<file path="src/sv/b92sd_pkg.sv">
// Shared types, alphabet constants and symbol lookup for the base92 stream decoder.
package b92sd_pkg;

    // Input word: one text character plus the end-of-message flag.
    typedef struct packed {
        logic [7:0] in_char;
        logic       is_final;
    } t_in;

    // Output word: one decoded byte plus framing flags.
    typedef struct packed {
        logic [7:0] out_byte;
        logic       byte_valid;
        logic       run_last;
        logic       message_end;
    } t_out;

    // Symbol lookup result.
    typedef struct packed {
        logic       ok;
        logic [6:0] value;
    } t_sym;

    localparam logic [7:0]  CH_FIRST  = 8'd33;
    localparam logic [7:0]  CH_LAST   = 8'd126;
    localparam logic [7:0]  CH_QUOTE  = 8'd34;
    localparam logic [7:0]  CH_BSLASH = 8'd92;
    localparam logic [13:0] RADIX     = 14'd92;
    localparam int          PAIR_BITS = 13;
    localparam int          TAIL_BITS = 7;

    // Map a character to its position in the 92-symbol alphabet.
    function automatic t_sym sym_decode(input logic [7:0] c);
        t_sym       r;
        logic [7:0] v;
        v = c - CH_FIRST;
        if (c > CH_QUOTE) begin
            v = v - 8'd1;
        end
        if (c > CH_BSLASH) begin
            v = v - 8'd1;
        end
        r.ok    = !((c < CH_FIRST) || (c > CH_LAST) || (c == CH_QUOTE) || (c == CH_BSLASH));
        r.value = v[6:0];
        return r;
    endfunction

endpackage

</file>
<file path="src/sv/base92_stream_decoder.sv">
// Base92 stream decoder: character words in, decoded byte words out.
// A result word is registered and appears on the output in the cycle after its character is accepted.
// Throughput: one character per cycle while the consumer does not stall; a character that
//   completes two bytes holds the input while its second word waits, since the output port moves one word per cycle.
// Reset (i_rst_n low, synchronous): drops any held symbol, leftover bits and queued words.
module base92_stream_decoder (
    input  logic              i_clk,
    input  logic              i_rst_n,
    input  logic              i_valid,
    output logic              o_stall,
    input  b92sd_pkg::t_in    i_data,
    output logic              o_valid,
    input  logic              i_stall,
    output b92sd_pkg::t_out   o_data
);

    // Decoder state: an unpaired symbol and up to seven undelivered bits.
    logic [6:0] r_held_sym;
    logic       r_sym_held;
    logic [6:0] r_left_bits;
    logic [2:0] r_left_cnt;

    // Result buffer: up to two words from one character, slot 0 shown on the port.
    b92sd_pkg::t_out r_buf0;
    b92sd_pkg::t_out r_buf1;
    logic [1:0]      r_buf_cnt;

    logic            in_take;
    logic            out_take;
    b92sd_pkg::t_sym sym;

    logic [13:0] pair_val;
    logic [19:0] pair_acc;
    logic [4:0]  pair_tot;
    logic [4:0]  pair_rem;
    logic [19:0] pair_mask;
    logic        pair_two;
    logic [7:0]  pair_b0;
    logic [7:0]  pair_b1;
    logic [6:0]  pair_left;

    logic [6:0]  tail_sym;
    logic [13:0] tail_acc;
    logic [7:0]  tail_b;

    logic do_pair;
    logic do_tail;

    b92sd_pkg::t_out n_res0;
    b92sd_pkg::t_out n_res1;
    logic [1:0]      n_num;

    // Output side: a word waits in slot 0 while the consumer stalls.
    assign o_valid  = (r_buf_cnt != 2'd0);
    assign o_data   = r_buf0;
    assign out_take = o_valid && !i_stall;

    // Take a new character once the buffer drains this cycle, so a single-word
    // result does not block the next character unless the consumer stalls.
    assign o_stall  = !((r_buf_cnt == 2'd0) || ((r_buf_cnt == 2'd1) && !i_stall));
    assign in_take  = i_valid && !o_stall;

    assign sym = b92sd_pkg::sym_decode(i_data.in_char);

    // Pair a held symbol with the new one; the shift and the OR let the top bit
    // of a large pair value fall onto the lowest leftover bit.
    always_comb begin
        pair_val  = {7'd0, r_held_sym} + ({7'd0, sym.value} * b92sd_pkg::RADIX);
        pair_acc  = {r_left_bits, 13'd0} | {6'd0, pair_val};
        pair_tot  = {2'd0, r_left_cnt} + 5'(b92sd_pkg::PAIR_BITS);
        pair_two  = (pair_tot >= 5'd16);
        pair_b0   = 8'(pair_acc >> (pair_tot - 5'd8));
        pair_b1   = 8'(pair_acc >> (pair_tot - 5'd16));
        pair_rem  = pair_two ? (pair_tot - 5'd16) : (pair_tot - 5'd8);
        pair_mask = (20'd1 << pair_rem) - 20'd1;
        pair_left = 7'(pair_acc & pair_mask);
    end

    // Flush of a lone symbol at message end: it adds seven bits, and a byte comes
    // out whenever any leftover bit was waiting.
    always_comb begin
        tail_sym = sym.ok ? sym.value : r_held_sym;
        tail_acc = {r_left_bits, 7'd0} | {7'd0, tail_sym};
        tail_b   = 8'(tail_acc >> (r_left_cnt - 3'd1));
    end

    assign do_pair = sym.ok && r_sym_held;
    assign do_tail = i_data.is_final && (sym.ok ^ r_sym_held);

    // Assemble the words this character causes, then flag the last one.
    always_comb begin
        n_res0 = '0;
        n_res1 = '0;
        n_num  = 2'd0;
        if (do_pair) begin
            n_res0.out_byte   = pair_b0;
            n_res0.byte_valid = 1'b1;
            n_num             = 2'd1;
            if (pair_two) begin
                n_res1.out_byte   = pair_b1;
                n_res1.byte_valid = 1'b1;
                n_num             = 2'd2;
            end
        end else if (do_tail && (r_left_cnt != 3'd0)) begin
            n_res0.out_byte   = tail_b;
            n_res0.byte_valid = 1'b1;
            n_num             = 2'd1;
        end
        // A final character always answers, with a bare end marker if need be.
        if (i_data.is_final && (n_num == 2'd0)) begin
            n_num = 2'd1;
        end
        if (n_num == 2'd2) begin
            n_res1.run_last    = 1'b1;
            n_res1.message_end = i_data.is_final;
        end else begin
            n_res0.run_last    = (n_num == 2'd1);
            n_res0.message_end = i_data.is_final && (n_num == 2'd1);
        end
    end

    // Decoder state: advance on each accepted character that holds a valid symbol, clear at message end.
    always_ff @(posedge i_clk) begin
        if (!i_rst_n) begin
            r_held_sym  <= '0;
            r_sym_held  <= 1'b0;
            r_left_bits <= '0;
            r_left_cnt  <= '0;
        end else if (in_take) begin
            if (i_data.is_final) begin
                r_held_sym  <= '0;
                r_sym_held  <= 1'b0;
                r_left_bits <= '0;
                r_left_cnt  <= '0;
            end else if (do_pair) begin
                r_held_sym  <= '0;
                r_sym_held  <= 1'b0;
                r_left_bits <= pair_left;
                r_left_cnt  <= pair_rem[2:0];
            end else if (sym.ok) begin
                r_held_sym <= sym.value;
                r_sym_held <= 1'b1;
            end
        end
    end

    // Result buffer: load on accept, otherwise shift slot 1 forward as words leave.
    always_ff @(posedge i_clk) begin
        if (!i_rst_n) begin
            r_buf_cnt <= 2'd0;
        end else if (in_take) begin
            r_buf_cnt <= n_num;
        end else if (out_take) begin
            r_buf_cnt <= r_buf_cnt - 2'd1;
        end
    end

    always_ff @(posedge i_clk) begin
        if (in_take) begin
            r_buf0 <= n_res0;
            r_buf1 <= n_res1;
        end else if (out_take) begin
            r_buf0 <= r_buf1;
        end
    end

endmodule
</file>
<file path="config.mk">
export PLATFORM = sky130hd
export DESIGN_NAME = base92_stream_decoder
export DESIGN_NICKNAME = d
export VERILOG_FILES = /design/src/sv/b92sd_pkg.sv /design/src/sv/base92_stream_decoder.sv
export SDC_FILE = /design/constraint.sdc
export NUM_CORES = 1
export LEC_CHECK = 0
export ABC_AREA = 0
export BUFFER_PORTS_ARGS = -buffer_cell sky130_fd_sc_hd__buf_4
export CAP_MARGIN = 25
export CORE_MARGIN = 5
export CORE_UTILIZATION = 64
export DETAILED_ROUTE_END_ITERATION = 7
export PLACE_DENSITY_LB_ADDON = 0.3
export SLEW_MARGIN = 20
export SYNTH_ARGS = -nofsm -noshare
export SYNTH_HDL_FRONTEND = slang
export SYNTH_SLANG_ARGS = --single-unit
</file>
<file path="constraint.sdc">
create_clock -name i_clk -period 9 [get_ports i_clk]
set_input_delay 1.8 -clock i_clk [delete_from_list [all_inputs] [get_ports i_clk]]
set_output_delay 1.8 -clock i_clk [all_outputs]
set_load 0.01 [all_outputs]
</file>
==> results list, run 1 <==
- The share of synthesized area in the top cell type comes to 0.117.
- Sw frac: 0.542
- The total area inside the core boundary comes to ~8700 um2.
* Number of enable flip-flop cells after synthesis: 22
- CP max-delay cell: sky130_fd_sc_hd__o41ai_1
* CTS clk-pin slew, worst paths: about 0.09 ns
* Floorplan die area: ~11000 um2
* Ys flop type: sky130_fd_sc_hd__edfxtp_1
* Placed wire-length estimate after detailed placement: ~12 mm
- Compared with the post-synthesis result, the final layout area differs by 5.47%.
* Area post-placement: 5860 um2
- Detailed Routing Iterations Pass 1: 6
- Data on the critical path arrives at its endpoint at 8.14 ns.
- Of the cells placed in the final design, the portion with a size suffix greater than 1 is 0.106.
- Clock skew after layout: about 0.005 ns
- Counting every net in the synthesized netlist gives 784.
- Share of the core filled with cells: 0.686
- Of all nets on the critical path, the largest fanout is 13.
- The worst hold path belongs to the class flip-flop to flip-flop.
- TritonCTS built the clock tree.
- The share of total power dissipated in sequential elements is 0.156.
- Endpoint class of the critical path: flip-flop
- Std cell rows: 34
- Tmin final: between 8 and 9 ns
- Clock insertion delay at the later pin of the skew report: about 0.30 ns
- The number of hold buffers added after CTS was 0.
- Power Dens Cells: 302 nW/um2
- Main area contributors after synthesis: sky130_fd_sc_hd__edfxtp_1 12%, sky130_fd_sc_hd__ha_1 9.7%, sky130_fd_sc_hd__dfxtp_1 7.1%, sky130_fd_sc_hd__o21ai_0 4.3%, sky130_fd_sc_hd__nand2_1 3.9%
- Final Hold Fails: 0
- For this configuration, the core starts out at a cell density of 0.651.
- Setup repair after global routing missed its margin: no
- In the finished design, the share of the clock period the worst path needs comes to 0.900.
* Worst slew slack as a fraction of its limit: 0.365
- Largest net degree at the start of global routing: 55
- Post-synth design cell area: 5650 um2
- Cell chosen for the clock root: sky130_fd_sc_hd__clkbuf_8
- Top cells by instance count after synthesis: 58 x sky130_fd_sc_hd__nand2_1, 57 x sky130_fd_sc_hd__nor2_1, 53 x sky130_fd_sc_hd__inv_1
- First-pass GRT wire length: 26.5 mm
- Kind of cell with the highest combined delay on the critical path: compound AO/OA/AOI/OAI gates
* Clock net sink count: 42
- The clock passes through at most 2 buffers.
- Number of buffers inserted during clock tree synthesis: 5
* Gp weighted congestion: between 0.9 and 1
* Cell with the most instances after synthesis: sky130_fd_sc_hd__nand2_1
- Critical register-to-register path startpoint: r_left_cnt[0]$_SDFFE_PN0P_
- Run status: complete, no violations
- For the pin with the worst max-slew slack, the measured transition is 0.949 ns.
- The number of antenna violations at the first check in global routing is 0.
* Routed len/inst: 19.8 um
* Syn_area_per_cell: 7.86 um2
- Cell Int Power: 0.826 mW
- Die height: 104 um
- Endpoint required time on the critical path: 9.04 ns
* Resize count post-CTS: 0
- Pre-CTS setup slack: roughly 0.65 ns
* Detail Route Antenna Nets: 0
- After the first detailed-routing iteration, the DRC count stood at 502.
- VDD sags by at most between 0.3 and 0.4 mV.
- The share of the Yosys chip area taken by registers is 0.188.
- The cell count after synthesis came out at 719.
* Startpoint type of the worst setup path: primary input
* Switching power: 0.976 mW
- For this block, the via count after detailed routing is about 5800.
* Worst setup slack after layout: 0.901 ns
- Yosys reg bits: 42
- Warnings from Yosys: 0
- Die Wd: 104 um
* Number of design rule violations left after detail routing: 0
* Number of maximum-capacitance constraint violations: 0
- Clock share of power: 0.073
* Final setup vio count: 0
* Ports: 26
- The critical path is of the primary input to flip-flop type.
- The number of cells on the worst reg-to-reg path is 13.
- Worst reg2reg endpoint: o_data[10]$_DFFE_PP_
- Worst reg-to-reg setup slack: 4.58 ns
- Across every metal layer, demand over resource in global routing totals 0.286.
- Avg Vias per Cell: 7.07
- Registers take 1060 um2.
- Number of nets in the final layout: a little under 800
- Fmax achieved: 123 MHz
- Share of flip-flops with an asynchronous set or reset: 0
* CP Depth: 25
* Combinational Power Share: 0.771
- Count of pins over their slew limit: 0
* Number of global-route vias before repair: 5441
- Once the clock tree was built, the setup fixing pass inserted 0 buffers.
- The synthesized netlist contains 86 unique library cells.
- Among the stages of the critical path, the cell type that occurs most often is sky130_fd_sc_hd__ha_1.
- Total Wirelength: roughly 16 mm
- Final global-route overflow total: 0
* Total Neg Setup Slack: 0 ns
- Origin of the worst setup path: i_data[1]
* Capture point of the critical path: o_data[6]$_DFFE_PP_
* Area leader, netlist: sky130_fd_sc_hd__edfxtp_1
- In this run the static leakage power is 2.25 nW.
- Count of antenna diodes in the layout: 0
* Number of fillers in the final layout: 743
- The finished cells cover between 5000 and 6000 um2.
* Area taken by multi-input logic gates: 4200 um2
* # H-tree levels: 2
* Critical path buffer and inverter count: 4
- The count of buffers added on input and output ports is 25.
* Slowest Stage Delay on Critical Path: 0.65 ns
-- cells by family (layout without fill, tap and decap cells) --
logic type	Yosys count	in the layout	synth area share
compound gates	239	239	0.303
simple gates	228	228	0.204
buf+inv	100	97	0.0696
fa+ha+maj	52	52	0.126
flops	42	42	0.188
mux	30	30	0.0651
xor+xnor	28	28	0.0447
-- layout by cell type, fill, tap and decap left out, types with 5 or more instances in the layout --
cell	Yosys	layout
sky130_fd_sc_hd__o31ai_1	7	7
sky130_fd_sc_hd__mux4_2	5	5
sky130_fd_sc_hd__a211o_1	5	5
sky130_fd_sc_hd__a31oi_1	11	11
sky130_fd_sc_hd__xnor2_1	17	17
sky130_fd_sc_hd__a211oi_1	14	14
sky130_fd_sc_hd__inv_1	53	53
sky130_fd_sc_hd__o41ai_1	5	5
sky130_fd_sc_hd__nand2b_1	8	8
sky130_fd_sc_hd__nor4_1	6	6
sky130_fd_sc_hd__and2_1	13	13
sky130_fd_sc_hd__nor3_1	17	17
sky130_fd_sc_hd__dfxtp_1	20	19
sky130_fd_sc_hd__fa_1	8	8
sky130_fd_sc_hd__a21oi_1	43	42
sky130_fd_sc_hd__nand4_1	6	6
sky130_fd_sc_hd__buf_4	0	35
sky130_fd_sc_hd__a311oi_1	5	5
sky130_fd_sc_hd__nand3_1	16	16
sky130_fd_sc_hd__o211ai_1	15	15
sky130_fd_sc_hd__edfxtp_1	22	22
sky130_fd_sc_hd__mux2i_1	21	21
sky130_fd_sc_hd__clkbuf_8	0	5
sky130_fd_sc_hd__o21ai_0	49	49
sky130_fd_sc_hd__ha_1	44	44
sky130_fd_sc_hd__nand2_1	58	58
sky130_fd_sc_hd__nor2_1	57	57
sky130_fd_sc_hd__xor2_1	10	10
sky130_fd_sc_hd__and3_1	9	9
sky130_fd_sc_hd__nor2b_1	10	10
sky130_fd_sc_hd__a32o_1	7	7
sky130_fd_sc_hd__a41oi_1	6	6
sky130_fd_sc_hd__a22oi_1	6	6
-- stage by stage --
stage	power [mW]	hold slack, ns	cells
after detailed placement	1.64	0.504	816
after floorplan	1.29	0.457	719
after global routing	1.94	0.575	824
after global placement	1.60	0.477	816
after CTS	1.77	0.517	824
final	1.80	0.521	824
-- how the worst min path moves through the flow --
stage / from / to / slack, ns / depth (start not counted)
2_1_floorplan: r_left_bits[5]$_SDFFE_PN0P_ / r_left_bits[5]$_SDFFE_PN0P_ / 0.46 / 2
3_3_place_gp: r_sym_held$_SDFFE_PN0P_ / r_sym_held$_SDFFE_PN0P_ / 0.48 / 2
3_5_place_dp: r_sym_held$_SDFFE_PN0P_ / r_sym_held$_SDFFE_PN0P_ / 0.50 / 2
4_1_cts: r_left_bits[5]$_SDFFE_PN0P_ / r_left_bits[5]$_SDFFE_PN0P_ / 0.52 / 2
5_1_grt: r_buf1[1]$_DFFE_PP_ / o_data[1]$_DFFE_PP_ / 0.58 / 1
6_report: r_left_bits[5]$_SDFFE_PN0P_ / r_left_bits[5]$_SDFFE_PN0P_ / 0.52 / 2
-- power groups by stage --
stage / clock network [mW] / logic, mW / registers (mW)
floorplan: 0 / 0.998 / 0.294
global placement: 0 / 1.31 / 0.283
global route: 0.137 / 1.52 / 0.286
finish: 0.132 / 1.39 / 0.281
detailed placement: 0 / 1.36 / 0.285
CTS: 0.131 / 1.36 / 0.281
-- state kept, by name (all words and copies together) (netlist names) --
name / count
o_data: 11
r_buf1: 11
r_buf_cnt: 2
r_held_sym: 7
r_left_bits: 7
r_left_cnt: 3
r_sym_held: 1
-- metal layers --
metal / part of all wire / routed length (um) / global-route usage
met5: 0 / 0 / 0
met2: 0.48 / 7750 / 0.468
met4: 0.047 / 761 / 0.158
met1: 0.40 / 6480 / 0.362
met3: 0.079 / 1290 / 0.0410
-- cell type report --
type                            count  share of cell area
Tap cell                          108              0.0227
Clock buffer                        5              0.0116
Multi-Input combinational cell    577               0.706
Timing Repair Buffer               35              0.0441
Inverter                           54              0.0340
Sequential cell                    42               0.178
Clock inverter                      3             0.00378
-- worst reg2reg max path, delay by kind of cell, from the launching register on --
kind | cells | cell delay (ns)
buffers and inverters | 5 | 1.81
AOI/OAI and AO/OA | 5 | 1.52
adders and majority gates | 1 | 0.35
DFF | 1 | 0.32
and+or+nand+nor | 2 | 0.28
(Power assumes the default switching activity.)
==> run 2, diff against run 1 <==
==> constraint.sdc (replaced) <==
create_clock -name i_clk -period 9 [get_ports i_clk]
set_input_delay 0.9 -clock i_clk [delete_from_list [all_inputs] [get_ports i_clk]]
set_output_delay 0.9 -clock i_clk [all_outputs]
set_load 0.01 [all_outputs]
==> results list, run 2 (synthesis results as in run 1) <==
- Switching power: 0.987 mW (+1.1%)
* Pre-CTS setup slack: 1.53 ns (+0.876 ns)
- The critical path starts at i_data[1].
* Count of pins over their slew limit: 0 (unchanged)
- The standard cell area after detailed placement came to 5850 um2 (-0.26%).
- In the layout the commonest cells are 58 x sky130_fd_sc_hd__nand2_1, 57 x sky130_fd_sc_hd__nor2_1, 53 x sky130_fd_sc_hd__inv_1, 49 x sky130_fd_sc_hd__o21ai_0, 44 x sky130_fd_sc_hd__ha_1.
* Clock tree from TritonCTS: built
* Kind of cell with the highest combined delay on the critical path: adder cells
* Critical register-to-register path startpoint: r_left_cnt[0]$_SDFFE_PN0P_
- The total of endpoints with negative setup slack in the final report came to 0 (unchanged).
- The switching power as a share of total power came to 0.545 (+0.00323).
* Hold bufs inserted after CTS: 0 (unchanged)
- Number of buffers inserted during clock tree synthesis: 5 (unchanged)
* First-pass GRT wire length: 26.9 mm (+1.6%)
- The final-layout setup total negative slack came to 0 ns (unchanged).
* Detail Route Antenna Nets: 0 (unchanged)
- Worst EP arrival: 7.26 ns (-0.88 ns)
* Floorplan die area: 10800 um2 (unchanged)
- Period Utilization, post-route: 0.799 (-0.101)
* CTS clk-pin slew, worst paths: 0.09 ns (about the same)
- The number of antenna violations at the first check in global routing came to 0 (unchanged).
* Cell seen most often among critical-path stages: sky130_fd_sc_hd__ha_1
* Vias after detailed routing: 5788 (-0.62%)
- The horizontal die dimension is 104 um (unchanged).
- The total wire length after detailed routing was 16.2 mm (-0.32%).
- Final Hold Fails: 0 (unchanged)
- The standard-cell row count came to 34 (unchanged).
- Ports: 26 (unchanged)
- The total buffers and inverters traversed by the critical path came to 5 (+1).
* Resize count post-CTS: 0 (unchanged)
* Worst min-delay path class: flip-flop to flip-flop
- The net count of the finished layout was 779 (-0.13%).
- Leaving out fill and tap cells, the most frequent cell in the layout is sky130_fd_sc_hd__nand2_1.
- Largest net degree at the start of global routing: 55 (unchanged)
- The power share of the sequential group is 0.155 (about the same).
* Maximum clock insertion buffer count: 2 (unchanged)
- Starting density of the core: 0.651 (unchanged)
- Gp weighted congestion: 0.968 (+0.26%)
* Clock share of power: 0.075 (+0.002)
* Die height: 104 um (unchanged)
- Post-Place Cells: 814 (-0.25%)
* # H-tree levels: 2 (unchanged)
* Endpoint required time on the critical path: 9.06 ns (+0.02 ns)
- The total leakage power was 2.24 nW (-0.27%).
* Cell chosen for the clock root: sky130_fd_sc_hd__clkbuf_8
- The number of remaining DRC errors is 0 (unchanged).
- Cell area after layout: 5940 um2 (-0.25%)
- Detailed Routing Iterations Pass 1: 7 (+1)
* Power Dens Cells: 305 nW/um2 (+0.75%)
* Clock skew after layout: 0.00898 ns (+0.00412 ns)
- Least-Margin Pin Slew: 0.915 ns (-0.0332 ns)
* Tmin final: 7.19 ns (-0.905 ns)
* Startpoint type of the worst setup path: primary input
* Clock net sink count: 42 (unchanged)
- The flow ran to the end, and the final reports show no timing, DRC or antenna violations.
- Slowest Stage Delay on Critical Path: 0.59 ns (-0.06 ns)
- Avg Vias per Cell: 7.03 (-0.50%)
- In this run the most critical hold path is launched from r_left_bits[5]$_SDFFE_PN0P_.
- Relative to the synthesized area, the layout overhead comes to 5.21%.
- The core outline area is 8680 um2 (unchanged).
- Number of global-route vias before repair: 5452 (+0.20%)
- Number of port buffers: 25 (unchanged)
- The number of violations of the max-capacitance limit was 0 (unchanged).
- Setup repair after global routing left no endpoint under its margin.
- Clock insertion delay at the later pin of the skew report: 0.32 ns (+0.02 ns)
- The mean routed wirelength per cell was 19.7 um (-0.20%).
* Worst supply voltage drop on vdd: 0.388 mV (+9.2%)
- The least setup slack across all paths after layout is 1.81 ns (+0.905 ns).
* Number of design-rule violations left by the first detailed-router iteration: 456 (-9.2%)
* Number of fillers in the final layout: 723 (-2.7%)
- The top fanout value on the critical path was 13 (unchanged).
- The worst setup path is captured at a flip-flop.
- Worst slew slack as a fraction of its limit: 0.388 (+0.0222)
* Placed wire-length estimate after detailed placement: 12.2 mm (+0.29%)
- The buffers inserted during post-CTS setup optimization is 0 (unchanged).
- CP max-delay cell: sky130_fd_sc_hd__nor4_1
- The final antenna diode count is 0 (unchanged).
- The fraction of final layout cells with drive strength greater than 1 came to 0.103 (-0.00265).
- The fmax came to 139 MHz (+13%).
- The overall overflow remaining after global route is 0 (unchanged).
* Combinational Power Share: 0.770 (about the same)
- Cell Int Power: 0.824 mW (-0.21%)
- The filler-free cell count of the finished design was 823 (-0.12%).
- Crit Path Class: primary input to flip-flop
* Overall power after layout: 1.81 mW (+0.50%)
- Overall fraction of global-route tracks in use: 0.293 (+0.00624)
==> run 2: changes by cell type in the layout (fill, tap and decap cells not counted), sizes merged <==
cell / change
clkbuf: +1
buf: -2
==> run 2: final cells by class <==
type / count / area (um2) / area share
clock buffer: 5 / 68.8 / 0.0116
clock inverter: 3 / 22.5 / 0.00379
inverter: 54 / 203 / 0.0341
multi-input combinational: 577 / 4200 / 0.706
sequential: 42 / 1060 / 0.179
tap: 108 / 135 / 0.0227
timing repair buffer: 34 / 253 / 0.0425
==> run 2: metal layers <==
metal	share of wire	GRT usage	vias to the layer above
met4	0.044	0.130	0
li1	-	-	2694
met2	0.47	0.479	354
met1	0.39	0.380	2675
met3	0.089	0.0466	65
met5	0	0	-
==> run 2: tightest hold or removal path, delay by kind of cell, from the launching register on <==
family	cells	cell delay, ns
flip-flops	1	0.36
AND/OR/NAND/NOR	2	0.13
==> run 2: worst paths after layout <==
check | end | slack [ns] | cells after the start
setup / recovery | o_data[10]$_DFFE_PP_ | 1.81 | 25
hold / removal | r_left_bits[5]$_SDFFE_PN0P_ | 0.52 | 2
setup reg to reg | o_data[10]$_DFFE_PP_ | 4.68 | 13
hold reg to reg | r_left_bits[5]$_SDFFE_PN0P_ | 0.52 | 2
==> run 2: power by group through the flow <==
stage	combinational, mW	sequential (mW)	clock [mW]
floorplan	0.998	0.294	0
global placement	1.31	0.282	0
detailed placement	1.36	0.285	0
CTS	1.37	0.281	0.134
global route	1.55	0.286	0.140
finish	1.40	0.280	0.135
==> run 2: through the flow <==
step,util,hold WS [ns]
final,0.685,0.520
after global routing,0.685,0.574
after CTS,0.684,0.511
after detailed placement,0.674,0.497
after global placement,0.674,0.476
after floorplan,-,0.457
==> run 3, diff against run 2 <==
--- a/config.mk
+++ b/config.mk
@@ -9,7 +9,7 @@
 export BUFFER_PORTS_ARGS = -buffer_cell sky130_fd_sc_hd__buf_4
 export CAP_MARGIN = 25
 export CORE_MARGIN = 5
-export CORE_UTILIZATION = 64
+export CORE_UTILIZATION = 58
 export DETAILED_ROUTE_END_ITERATION = 7
 export PLACE_DENSITY_LB_ADDON = 0.3
 export SLEW_MARGIN = 20
==> constraint.sdc (replaced) <==
create_clock -name i_clk -period 6.3 [get_ports i_clk]
set_input_delay 0.63 -clock i_clk [delete_from_list [all_inputs] [get_ports i_clk]]
set_output_delay 0.63 -clock i_clk [all_outputs]
set_load 0.01 [all_outputs]
==> results list, run 3 (synthesis results as in run 1) <==
- The flow ran to the end, and the final reports show no timing, DRC or antenna violations.
- Worst supply voltage drop on vdd: 0.684 mV (+76%)
- The clock latency reported for the late side of the worst-skew pair was 0.31 ns (about the same).
- The via count of the first global-routing pass came to 5678 (+4.1%).
- Avg Vias per Cell: 6.64 (-5.6%)
* Number of port buffers: 25 (unchanged)
- Layout Area Growth over Synthesis: 17.2%
- Least-Margin Pin Slew: 0.912 ns (-0.00332 ns)
- The library cell used most frequently in the layout, excluding fill and tap cells, is sky130_fd_sc_hd__buf_4.
* Maximum clock insertion buffer count: 2 (unchanged)
- Detailed Routing Iterations Pass 1: 6 (-1)
- Clock tree from TritonCTS: built
* Number of antenna violations at the first check in global routing: 0 (unchanged)
* Tmin final: between 6 and 7 ns
- Number of nets in the final layout: 840 (+7.8%)
- Largest net degree at the start of global routing: 48 (-13%)
* Period Utilization, post-route: 0.968
- Clock skew after layout: 0.00246 ns (-0.00652 ns)
* Routed len/inst: 19.4 um (-1.8%)
- The length of routed met2 wiring came to 8.52 mm (+11%).
- The final-report max-slew violation count was 0 (unchanged).
- First-pass GRT wire length: 28.2 mm (+4.6%)
- Static timing analysis puts the maximum clock frequency at 164 MHz.
- Detail Route Antenna Nets: 0 (unchanged)
* Power Dens Cells: 465 nW/um2 (+53%)
- Final Hold Fails: 0 (unchanged)
- Ports: 26 (unchanged)
- Number of design-rule violations left by the first detailed-router iteration: 527 (+16%)
- The met3 wire length was 1.35 mm (-6.9%).
- The overall track demand over capacity in global routing is 0.300 (+0.00714).
- The number of sinks handled by clock tree synthesis is 42 (unchanged).
- # H-tree levels: 2 (unchanged)
* Maximum fanout encountered on the critical timing path: 4 (-9)
* Count of antenna diodes in the layout: 0 (unchanged)
* Vias after detailed routing: 6035 (+4.3%)
- The core outline area was 9640 um2 (+11%).
- The required time of the worst setup path was 6.43 ns (-2.63 ns).
- The fraction of final layout cells with drive strength greater than 1 came to 0.205 (+0.101).
- The worst setup path is captured at a flip-flop.
* Final global-route overflow total: 0 (unchanged)
- Crit Path Class: primary input to flip-flop
- The post-route worst hold slack is 0.523 ns (+0.00355 ns).
- The number of buffers created by CTS came to 5 (unchanged).
* Total Wirelength: 17.6 mm (+8.5%)
- The post-route met1 wirelength is 6.89 mm (+7.7%).
* Number of maximum-capacitance constraint violations: 0 (unchanged)
- The CTS clock-pin slew for the worst setup and hold paths was 0.09 ns (about the same).
* Highest routed layer: met4
- In the layout the commonest cells are 95 x sky130_fd_sc_hd__buf_4, 58 x sky130_fd_sc_hd__nand2_1, 56 x sky130_fd_sc_hd__nor2_1, 53 x sky130_fd_sc_hd__inv_1, 45 x sky130_fd_sc_hd__o21ai_0.
- Hold bufs inserted after CTS: 0 (unchanged)
- The standard-cell row count is 36 (+5.9%).
* Cell chosen for the clock root: sky130_fd_sc_hd__clkbuf_8
- STA classifies the critical path startpoint as a primary input.
* LEAKAGE: 2.56 nW (+14%)
- Placed wire-length estimate after detailed placement: 13.4 mm (+10%)
* Worst slew slack as a fraction of its limit: 0.391 (+0.00303)
* Gp weighted congestion: 1.04 (+6.9%)
- The full die area came to 11800 um2 (+9.3%).
* Worst min-delay path class: flip-flop to flip-flop
- Die Wd: 109 um (+4.6%)
* Overall power after layout: 3.08 mW (+70%)
* Final setup vio count: 0 (unchanged)
- Worst EP arrival: 6.23 ns (-1.03 ns)
- The number of remaining DRC errors is 0 (unchanged).
* Starting density of the core: 0.586 (-0.0649)
- The overall die height came to 109 um (+4.6%).
[run 3: cell count changes in the layout (fill, tap and decap cells not counted), sizes merged]
cell,before,now
clkinvlp,1,2
clkbuf,6,5
inv,55,54
buf,33,95
[run 3: critical path, stage by stage]
cell and delay [ns]:
sky130_fd_sc_hd__buf_4 0.10, sky130_fd_sc_hd__inv_1 0.07, sky130_fd_sc_hd__ha_4 0.28, sky130_fd_sc_hd__inv_1 0.06
sky130_fd_sc_hd__o22ai_2 0.21, sky130_fd_sc_hd__mux2_2 0.36, sky130_fd_sc_hd__a211o_1 0.31, sky130_fd_sc_hd__and2_4 0.18
sky130_fd_sc_hd__ha_1 0.29, sky130_fd_sc_hd__ha_1 0.28, sky130_fd_sc_hd__inv_1 0.05, sky130_fd_sc_hd__fa_1 0.52
sky130_fd_sc_hd__inv_1 0.07, sky130_fd_sc_hd__ha_4 0.25, sky130_fd_sc_hd__xnor2_1 0.12, sky130_fd_sc_hd__ha_1 0.30
sky130_fd_sc_hd__o21a_1 0.12, sky130_fd_sc_hd__o31a_1 0.20, sky130_fd_sc_hd__o221ai_4 0.14, sky130_fd_sc_hd__or4_4 0.54
sky130_fd_sc_hd__o311ai_4 0.39, sky130_fd_sc_hd__o311ai_0 0.23, sky130_fd_sc_hd__a21oi_1 0.21, sky130_fd_sc_hd__a211oi_2 0.07
sky130_fd_sc_hd__a211oi_1 0.24
[run 3: per-layer routing]
layer	global-route usage	vias to the layer above
met5	0	-
met4	0.157	0
met3	0.0414	59
met2	0.510	316
met1	0.369	2817
li1	-	2843
[run 3: power by group]
group / internal [mW] / switching, mW
clock: 0.0793 / 0.108
sequential: 0.375 / 0.0271
combinational: 1.06 / 1.43
[run 3: what timing repair did]
action	4_1_cts	5_1_grt
setup buffers	0	2
endpoints found under the setup margin	0	16
resized for setup	0	31
[run 3: area by class of cell]
cell class,count,area [um2]
clock buffer,5,68.8
inverter,54,203
fill,799,3020
multi-input combinational,577,4380
clock inverter,3,23.8
sequential,42,1060
tap,133,166
timing repair buffer,95,713
[run 3: final timing paths]
path | slack (ns) | start | cells past startpoint | end
max | 0.20 | i_data[2] | 25 | r_buf1[9]$_SDFFCE_PN0P_
max reg2reg | 2.37 | r_left_cnt[0]$_SDFFE_PN0P_ | 12 | o_data[10]$_DFFE_PP_
min reg2reg | 0.52 | r_sym_held$_SDFFE_PN0P_ | 2 | r_sym_held$_SDFFE_PN0P_
min | 0.52 | r_sym_held$_SDFFE_PN0P_ | 2 | r_sym_held$_SDFFE_PN0P_
[run 3: per-stage QoR]
step	setup WS (ns)	instance area [um2]	setup TNS, ns	instances	util
2_1_floorplan	0.00130	5680	0	719	-
3_3_place_gp	-0.0200	6360	-0.0201	899	0.660
3_5_place_dp	-0.190	6360	-1.05	899	0.660
4_1_cts	0.124	6450	0	907	0.669
5_1_grt	-0.0509	6620	-0.105	909	0.687
6_report	0.199	6620	0	909	0.687
